<file path="src/rtl/core/ufe_pkg.sv">
`timescale 1ns / 1ps
// ----------------------------------------------------------------------------
// ufe_pkg
// Shared constants and types of the URL file extension extractor.
// ----------------------------------------------------------------------------
package ufe_pkg;

	// default and hard limit of extension characters
	localparam int MAX_EXT_DEFAULT = 10;
	localparam int STORE_DEPTH     = 10;
	localparam int EXT_LEN_W       = 4;

	// delimiters, already lower-cased domain
	localparam logic [7:0] CHR_SLASH = 8'h2F;
	localparam logic [7:0] CHR_QUERY = 8'h3F;
	localparam logic [7:0] CHR_HASH  = 8'h23;
	localparam logic [7:0] CHR_DOT   = 8'h2E;

	// control broadcast from the parser to the character cells
	typedef struct packed {
		logic       clr;
		logic       wr;
		logic       fin;
		logic [7:0] chr;
	} ufe_cell_ctl_t;

endpackage

</file>
<file path="src/rtl/core/url_file_extension_extractor_core.sv">
`timescale 1ns / 1ps
// ----------------------------------------------------------------------------
// url_file_extension_extractor_core
// Streams URL bytes and reports the file extension of the path.
// ----------------------------------------------------------------------------
// Input channel: one URL byte per word (in_byte, end_of_url) on
// byte_valid / byte_stall. end_of_url marks the final byte of a URL.
// Output channel: one word per URL (found, ext_len, ext_chars_low,
// ext_chars_high) on result_valid / result_stall.
// Throughput: one byte per cycle while byte_stall is low, set by the
// parser and the row of character cells that takes one write a cycle.
// Result: registered in the output register when the last byte is taken, or in the skid register while that is held.
// Stalls: a result the receiver has not taken is held in the output register;
// one more result fits a skid register, and byte_stall rises only while
// that skid register is full.
// Reset: parser goes back to looking for the first slash, all cells clear,
// both result registers empty. Bytes are accepted right from reset.
// ----------------------------------------------------------------------------
module url_file_extension_extractor_core #(
	parameter int MAX_EXT_CHARS = ufe_pkg::MAX_EXT_DEFAULT
) (
	input  logic                          clk,
	input  logic                          arst_n,
	input  logic                          byte_valid,
	output logic                          byte_stall,
	input  logic [7:0]                    in_byte,
	input  logic                          end_of_url,
	output logic                          result_valid,
	input  logic                          result_stall,
	output logic                          found,
	output logic [ufe_pkg::EXT_LEN_W-1:0] ext_len,
	output logic [63:0]                   ext_chars_low,
	output logic [15:0]                   ext_chars_high
);
	import ufe_pkg::*;

	localparam int CHR_W = 8 * STORE_DEPTH;

	ufe_cell_ctl_t          ctl;
	logic                   acc;
	logic                   res_found;
	logic [EXT_LEN_W-1:0]   res_len;
	logic [MAX_EXT_CHARS:0] tok;
	logic [CHR_W-1:0]       chr_all;
	logic [CHR_W-1:0]       res_chr;
	logic                   res_new;

	logic                   out_vld_q, skid_vld_q;
	logic                   out_found_q, skid_found_q;
	logic [EXT_LEN_W-1:0]   out_len_q, skid_len_q;
	logic [CHR_W-1:0]       out_chr_q, skid_chr_q;

	assign byte_stall = skid_vld_q;
	assign acc        = byte_valid && !byte_stall;
	assign res_new    = acc && end_of_url;

	ufe_ctrl #(
		.MAX_EXT_CHARS(MAX_EXT_CHARS)
	) u_ctrl (
		.clk       (clk),
		.arst_n    (arst_n),
		.acc       (acc),
		.in_byte   (in_byte),
		.end_of_url(end_of_url),
		.ctl       (ctl),
		.res_found (res_found),
		.res_len   (res_len)
	);

	// row of character cells, write token enters at cell zero
	assign tok[0] = 1'b0;
	genvar gi;
	generate
		for (gi = 0; gi < STORE_DEPTH; gi++) begin : g_slot
			if (gi < MAX_EXT_CHARS) begin : g_cell
				ufe_cell u_cell (
					.clk    (clk),
					.arst_n (arst_n),
					.head   (gi == 0),
					.ctl    (ctl),
					.tok_in (tok[gi]),
					.tok_out(tok[gi+1]),
					.chr_nxt(chr_all[8*gi +: 8])
				);
			end else begin : g_pad
				assign chr_all[8*gi +: 8] = 8'h00;
			end
		end
	endgenerate

	assign res_chr = res_found ? chr_all : '0;

	// output register with one skid entry
	always_ff @(posedge clk or negedge arst_n) begin
		if (!arst_n) begin
			out_vld_q  <= 1'b0;
			skid_vld_q <= 1'b0;
		end else if (!out_vld_q || !result_stall) begin
			if (skid_vld_q) begin
				out_vld_q  <= 1'b1;
				skid_vld_q <= 1'b0;
			end else begin
				out_vld_q <= res_new;
			end
		end else if (res_new) begin
			skid_vld_q <= 1'b1;
		end
	end

	// result payload
	always_ff @(posedge clk) begin
		if (!out_vld_q || !result_stall) begin
			if (skid_vld_q) begin
				out_found_q <= skid_found_q;
				out_len_q   <= skid_len_q;
				out_chr_q   <= skid_chr_q;
			end else if (res_new) begin
				out_found_q <= res_found;
				out_len_q   <= res_len;
				out_chr_q   <= res_chr;
			end
		end else if (res_new) begin
			skid_found_q <= res_found;
			skid_len_q   <= res_len;
			skid_chr_q   <= res_chr;
		end
	end

	assign result_valid   = out_vld_q;
	assign found          = out_found_q;
	assign ext_len        = out_len_q;
	assign ext_chars_low  = out_chr_q[63:0];
	assign ext_chars_high = out_chr_q[CHR_W-1:64];

	// skid entry is only used behind a full output register
	a_skid_behind_out: assert property (@(posedge clk) disable iff (!arst_n)
		skid_vld_q |-> out_vld_q)
		else $error("skid register holds a word while the output is empty");

	// a found extension has a legal length
	a_found_len: assert property (@(posedge clk) disable iff (!arst_n)
		(result_valid && found) |-> (ext_len != '0 &&
			ext_len <= EXT_LEN_W'(MAX_EXT_CHARS)))
		else $error("found extension with bad length");

	// not found reports an all-zero payload
	a_not_found_zero: assert property (@(posedge clk) disable iff (!arst_n)
		(result_valid && !found) |-> (ext_len == '0 && ext_chars_low == '0 &&
			ext_chars_high == '0))
		else $error("not-found result carries data");

endmodule

</file>
<file path="src/rtl/core/ufe_cell.sv">
`timescale 1ns / 1ps
// ----------------------------------------------------------------------------
// ufe_cell
// One extension character slot; a write token walks down the row of cells.
// ----------------------------------------------------------------------------
module ufe_cell (
	input  logic                  clk,
	input  logic                  arst_n,
	input  logic                  head,
	input  ufe_pkg::ufe_cell_ctl_t ctl,
	input  logic                  tok_in,
	output logic                  tok_out,
	output logic [7:0]            chr_nxt
);
	import ufe_pkg::*;

	logic       tok_q;
	logic [7:0] chr_q;

	// value after this word, before the end-of-url clear
	always_comb begin
		if (ctl.clr) begin
			chr_nxt = 8'h00;
		end else if (ctl.wr && tok_q) begin
			chr_nxt = ctl.chr;
		end else begin
			chr_nxt = chr_q;
		end
	end

	assign tok_out = tok_q;

	// slot storage and token hand-off
	always_ff @(posedge clk or negedge arst_n) begin
		if (!arst_n) begin
			tok_q <= head;
			chr_q <= 8'h00;
		end else if (ctl.fin || ctl.clr) begin
			tok_q <= head;
			chr_q <= 8'h00;
		end else if (ctl.wr) begin
			tok_q <= tok_in;
			chr_q <= chr_nxt;
		end
	end

endmodule

</file>
<file path="src/rtl/core/ufe_ctrl.sv">
`timescale 1ns / 1ps
// ----------------------------------------------------------------------------
// ufe_ctrl
// Path parser: phase tracking, filename and dot flags, extension count.
// ----------------------------------------------------------------------------
module ufe_ctrl #(
	parameter int MAX_EXT_CHARS = ufe_pkg::MAX_EXT_DEFAULT
) (
	input  logic                          clk,
	input  logic                          arst_n,
	input  logic                          acc,
	input  logic [7:0]                    in_byte,
	input  logic                          end_of_url,
	output ufe_pkg::ufe_cell_ctl_t         ctl,
	output logic                          res_found,
	output logic [ufe_pkg::EXT_LEN_W-1:0] res_len
);
	import ufe_pkg::*;

	localparam int CNT_W = $clog2(MAX_EXT_CHARS + 2);
	localparam logic [CNT_W-1:0] CNT_MAX  = CNT_W'(MAX_EXT_CHARS);
	localparam logic [CNT_W-1:0] CNT_OVER = CNT_W'(MAX_EXT_CHARS + 1);

	typedef enum logic [2:0] {
		PH_SEEK_FIRST,
		PH_AFTER_FIRST,
		PH_SEEK_SECOND,
		PH_IN_PATH,
		PH_PATH_DONE
	} phase_t;

	phase_t           phase_q, phase_n;
	logic             nonempty_q, nonempty_n;
	logic             prev_dot_q, prev_dot_n;
	logic             dot_seen_q, dot_seen_n;
	logic             dot_ok_q, dot_ok_n;
	logic             alnum_q, alnum_n;
	logic [CNT_W-1:0] cnt_q, cnt_n;
	logic [7:0]       c_lc;
	logic             is_slash, is_dot, is_term, is_alnum;
	logic             path_en, clr_fn, wr;

	// lower-case only 'A'..'Z'
	assign c_lc     = (in_byte >= 8'h41 && in_byte <= 8'h5A) ? (in_byte | 8'h20) : in_byte;
	assign is_slash = (c_lc == CHR_SLASH);
	assign is_dot   = (c_lc == CHR_DOT);
	assign is_term  = (c_lc == CHR_QUERY) || (c_lc == CHR_HASH);
	assign is_alnum = (c_lc >= 8'h30 && c_lc <= 8'h39) || (c_lc >= 8'h61 && c_lc <= 8'h7A);
	assign path_en  = (phase_q == PH_IN_PATH) || ((phase_q == PH_AFTER_FIRST) && !is_slash);

	// next state for the current word
	always_comb begin
		phase_n    = phase_q;
		nonempty_n = nonempty_q;
		prev_dot_n = prev_dot_q;
		dot_seen_n = dot_seen_q;
		dot_ok_n   = dot_ok_q;
		alnum_n    = alnum_q;
		cnt_n      = cnt_q;
		clr_fn     = 1'b0;
		wr         = 1'b0;

		unique case (phase_q)
			PH_SEEK_FIRST: begin
				if (is_slash) phase_n = PH_AFTER_FIRST;
			end
			PH_AFTER_FIRST: begin
				phase_n = is_slash ? PH_SEEK_SECOND : PH_IN_PATH;
			end
			PH_SEEK_SECOND: begin
				if (is_slash) begin
					phase_n = PH_IN_PATH;
					clr_fn  = 1'b1;
				end
			end
			PH_IN_PATH, PH_PATH_DONE: begin
			end
			default: begin
			end
		endcase

		// byte inside the path
		if (path_en) begin
			priority if (is_term) begin
				phase_n = PH_PATH_DONE;
			end else if (is_slash) begin
				clr_fn = 1'b1;
			end else if (is_dot) begin
				dot_ok_n   = nonempty_q && !prev_dot_q;
				dot_seen_n = 1'b1;
				cnt_n      = '0;
				alnum_n    = 1'b1;
				prev_dot_n = 1'b1;
				nonempty_n = 1'b1;
			end else begin
				if (dot_seen_q) begin
					if (cnt_q < CNT_MAX) begin
						wr    = 1'b1;
						cnt_n = cnt_q + 1'b1;
					end else begin
						cnt_n = CNT_OVER;
					end
					if (!is_alnum) alnum_n = 1'b0;
				end
				prev_dot_n = 1'b0;
				nonempty_n = 1'b1;
			end
		end

		// new filename segment
		if (clr_fn) begin
			nonempty_n = 1'b0;
			prev_dot_n = 1'b0;
			dot_seen_n = 1'b0;
			dot_ok_n   = 1'b0;
			cnt_n      = '0;
			alnum_n    = 1'b1;
		end
	end

	// cell broadcast
	assign ctl.clr = acc && (clr_fn || (path_en && is_dot && !is_term));
	assign ctl.wr  = acc && wr;
	assign ctl.fin = acc && end_of_url;
	assign ctl.chr = c_lc;

	// verdict on the state after this word
	assign res_found = dot_seen_n && dot_ok_n && alnum_n && (cnt_n != '0) && (cnt_n <= CNT_MAX);
	assign res_len   = res_found ? EXT_LEN_W'(cnt_n) : '0;

	// parser state, back to reset after the last word of a url
	always_ff @(posedge clk or negedge arst_n) begin
		if (!arst_n) begin
			phase_q    <= PH_SEEK_FIRST;
			nonempty_q <= 1'b0;
			prev_dot_q <= 1'b0;
			dot_seen_q <= 1'b0;
			dot_ok_q   <= 1'b0;
			alnum_q    <= 1'b1;
			cnt_q      <= '0;
		end else if (acc) begin
			if (end_of_url) begin
				phase_q    <= PH_SEEK_FIRST;
				nonempty_q <= 1'b0;
				prev_dot_q <= 1'b0;
				dot_seen_q <= 1'b0;
				dot_ok_q   <= 1'b0;
				alnum_q    <= 1'b1;
				cnt_q      <= '0;
			end else begin
				phase_q    <= phase_n;
				nonempty_q <= nonempty_n;
				prev_dot_q <= prev_dot_n;
				dot_seen_q <= dot_seen_n;
				dot_ok_q   <= dot_ok_n;
				alnum_q    <= alnum_n;
				cnt_q      <= cnt_n;
			end
		end
	end

endmodule
</file>
<file path="config.mk">
export PLATFORM = sky130hd
export DESIGN_NAME = url_file_extension_extractor_core
export DESIGN_NICKNAME = d
export VERILOG_FILES = /design/src/rtl/core/ufe_pkg.sv /design/src/rtl/core/url_file_extension_extractor_core.sv /design/src/rtl/core/ufe_cell.sv /design/src/rtl/core/ufe_ctrl.sv
export SDC_FILE = /design/constraint.sdc
export NUM_CORES = 1
export LEC_CHECK = 0
export BUFFER_PORTS_ARGS = -buffer_cell sky130_fd_sc_hd__buf_2
export CAP_MARGIN = 10
export CORE_ASPECT_RATIO = 0.9
export CORE_MARGIN = 4
export CORE_UTILIZATION = 25
export CTS_CLUSTER_SIZE = 25
export DETAILED_ROUTE_END_ITERATION = 6
export GPL_TIMING_DRIVEN = 0
export REMOVE_ABC_BUFFERS = 1
export SYNTH_ARGS = -nofsm -noshare
export SYNTH_HDL_FRONTEND = slang
export SYNTH_SLANG_ARGS = --single-unit
export TNS_END_PERCENT = 5
</file>
<file path="constraint.sdc">
create_clock -name clk -period 10.6 [get_ports clk]
set_input_delay 2.12 -clock clk [delete_from_list [all_inputs] [get_ports clk]]
set_output_delay 2.12 -clock clk [all_outputs]
set_load 0.02 [all_outputs]
</file>
==> flow_metrics.env <==
export IMPL_status="finished clean"
export IMPL_fin_skew_ns=0.01796
export IMPL_cts_tree="built"
export IMPL_drc=0
export IMPL_nFillCells=4368
export IMPL_worst_path_buf_inv=3
export IMPL_end_kind="flop"
export IMPL_setup_tns_ns=0
export IMPL_maxSlewViolCount=0
export IMPL_worstMarginPinSlew_ns=0.8861
export IMPL_first_global_vias=7246
export IMPL_post_cts_resized=0
export IMPL_whs_path_depth=2
export IMPL_clk_latency_ns=0.56
export IMPL_ios=100
export IMPL_fmax_mhz=202.4
export IMPL_power_leakage_nw=4.798
export IMPL_worst_setup_path_start_kind="primary input"
export IMPL_worstSetupPathType="primary input to flop"
export IMPL_root_buffer="clkbuf_16"
export IMPL_post_route_min_period_ns=4.940
export IMPL_hold_path_class="flop to flop"
export IMPL_synth_edf_count=170
export IMPL_crit_required_ns=10.90
export IMPL_yosysMostFrequentCell="nor2_1"
export IMPL_maxCapViolCount=0
export IMPL_insertedDiodeCount=0
export IMPL_r2r_slack_ns=6.85
export IMPL_power_mw=2.457
export IMPL_synth_area_mm2=0.01106
export IMPL_die_h_um=207.5
export IMPL_reg2regPathDepth=7
export IMPL_cts_setup_buffers=0
export IMPL_synth_top_area_frac=0.4615
export IMPL_wl_per_cell_um=17.42
export IMPL_htree_num_levels=1
export IMPL_drt_wl_total_um=27850
export IMPL_clock_path_buffers=3
export IMPL_vias_per_cell=4.398
export IMPL_antenna_found_initial=0
export IMPL_ir_drop_mv=0.1009
export IMPL_synth_cell_types=50
export IMPL_worstPathCellList="buf_2 -> or3_1 -> a211oi_2 -> a211oi_1 -> nor3_1 -> a21oi_2 -> o2111ai_4 -> buf_16 -> buf_12 -> o21ai_1"
export IMPL_yosys_top_cells_count="nor2_1 (181), edfxtp_1 (170), dfrtp_1 (102)"
export IMPL_crit_fanout=30
export IMPL_cp_arrival_ns=5.24
export IMPL_die_w_um=229.7
export IMPL_ys_flop_type="edfxtp_1"
export IMPL_rsz0062_at_grt="no"
export IMPL_overflow=0
export IMPL_grt_max_degree=69
export IMPL_dp_hpwl_um=17220
export IMPL_cp_top_family="compound AO/OA/AOI/OAI gates"
export IMPL_cts_clk_slew_worst_paths_ns=0.06
export IMPL_yosysTopAreaCell="edfxtp_1"
export IMPL_antenna_left=0
export IMPL_r2r_end="out_chr_q[47]"
export IMPL_hold_viol=0
export IMPL_worstHoldStart="g_slot[9].g_cell.u_cell.tok_out"
export IMPL_num_vias=7032
export IMPL_cts_sinks=274
export IMPL_cp_slowest_cell="o2111ai_4"
export IMPL_holdPathEnd="g_slot[9].g_cell.u_cell.tok_out"
export IMPL_avgSynthCellArea_um2=12.40
export IMPL_setup_viol=0
export IMPL_syn2layout_area_growth_pct=23.04
export IMPL_ys_top_cells_by_area="edfxtp_1 (46%), dfrtp_1 (23%), mux2i_1 (7.4%), nor2_1 (6.1%), nand2_1 (3.2%)"
export IMPL_first_pass_iters=5
export IMPL_portBuffers=99
export IMPL_cts_hold_buffers_added=0
export IMPL_final_nets=996
export IMPL_die_area_mm2=0.04768
export IMPL_cp_slowest_stage_delay_ns=0.55
export IMPL_layout_drive_gt1_share=0.1897
export IMPL_yosys_warnings=0
export IMPL_cts_buffers=31
export IMPL_ys_seq_elements=274
export IMPL_gp_congestion=0.7744
export IMPL_power_density_mw_per_mm2=180.6
export IMPL_start_util=0.2553
export IMPL_synth_async_reset_ratio=0.3796
export IMPL_grt_pass1_wl_um=43770
export IMPL_synth_cells=892
export IMPL_slew_limit_headroom=0.4060
export IMPL_rows=72
export IMPL_post_route_period_util=0.4661
export IMPL_synth_seq_area_share=0.6971
export IMPL_coreArea_mm2=0.04333
export IMPL_track_usage=0.1167
export IMPL_worstReg2RegStart="byte_stall"
export IMPL_drt_iter0_drc=343
-- state kept, by name, summed over array words and instances, names as in the netlist --
register	flops
u_ctrl.prev_dot_q	1
ext_len	4
byte_stall	1
u_ctrl.cnt_q	4
out_chr_q	80
g_slot.g_cell.u_cell.chr_q	80
g_slot.g_cell.u_cell.tok_out	10
u_ctrl.phase_q	3
u_ctrl.dot_ok_q	1
u_ctrl.alnum_q	1
skid_chr_q	80
result_valid	1
skid_len_q	4
skid_found_q	1
u_ctrl.nonempty_q	1
u_ctrl.dot_seen_q	1
found	1
-- worst max path at each step --
stage,start,to,slack (ns),depth (start not counted)
3_5_place_dp,in_byte[4],out_chr_q[47],5.01,8
5_1_grt,in_byte[4],out_chr_q[47],5.30,8
4_1_cts,in_byte[4],out_chr_q[47],5.62,8
2_1_floorplan,byte_valid,ext_len[0],3.61,2
3_3_place_gp,byte_stall,out_chr_q[14],0.59,2
6_report,in_byte[2],out_chr_q[50],5.66,10
-- metal layers --
metal | vias to the layer above | part of all wire | global-route usage
met2 | 159 | 0.46 | 0.1879
met4 | 0 | 0.021 | 0.02398
met3 | 37 | 0.045 | 0.02305
met1 | 3513 | 0.48 | 0.1647
li1 | 3323 | - | -
met5 | - | 0 | 0
-- layout by cell type, fill, tap and decap left out, types with 3 or more instances in the layout --
master,netlist,routed
nor2b_1,3,3
clkbuf_8,0,4
dfrtp_1,102,101
clkbuf_16,0,31
or3_1,3,3
a21oi_1,24,23
buf_2,21,98
nor3_1,7,6
o21ai_1,59,59
nand2_1,93,93
clkinv_2,0,7
buf_16,0,9
and3_1,4,4
a22o_1,4,4
and2_1,11,11
nor2_1,181,179
inv_6,0,3
bufinv_16,0,6
a21o_1,3,3
nand3_1,3,3
mux2i_1,82,82
mux2_2,4,4
o21ai_0,34,34
clkbuf_1,33,6
buf_12,0,8
edfxtp_1,170,170
inv_1,3,3
nand2b_1,5,5
-- cell families (layout without fill, tap and decap cells) --
| family | after synthesis | count (layout) | synth area share |
|---|---|---|---|
| compound gates | 142 | 142 | 0.07251 |
| buf+inv | 64 | 179 | 0.02613 |
| fa+ha+maj | 1 | 1 | 0.001131 |
| simple gates | 325 | 325 | 0.1249 |
| flops | 274 | 274 | 0.6971 |
| mux | 86 | 86 | 0.07828 |
-- metrics by stage --
step	worst slack (ns)	util	hold slack [ns]	instance area [µm²]	std cells
2_1_floorplan	3.612	-	0.4651	10790	832
3_3_place_gp	0.5896	0.2775	0.4868	12020	1523
3_5_place_dp	5.007	0.2886	0.4966	12510	1541
4_1_cts	5.616	0.3141	0.5103	13610	1599
5_1_grt	5.301	0.3141	0.5269	13610	1599
6_report	5.660	0.3141	0.5067	13610	1599
-- worst min-delay path: stages, from the launching register on --
cell,delay (ns)
dfrtp_1,0.33
a21oi_1,0.06
nor2_1,0.08
-- power breakdown --
group	switching (mW)	internal [mW]	leakage (nW)
logic	0.0980	0.0360	1.33
registers	0.00957	1.17	2.92
clock network	0.433	0.712	0.544
-- area by class of cell --
| class | count | area [µm²] | share of cell area |
|---|---|---|---|
| Timing Repair Buffer | 117 | 920.9 | 0.06767 |
| Clock inverter | 17 | 249.0 | 0.01830 |
| Inverter | 4 | 15.01 | 0.001103 |
| Clock buffer | 41 | 853.3 | 0.06270 |
| Tap cell | 592 | 740.7 | 0.05443 |
| Sequential cell | 274 | 7714 | 0.5668 |
| Multi-Input combinational cell | 554 | 3117 | 0.2290 |
(Power assumes the default switching activity.)
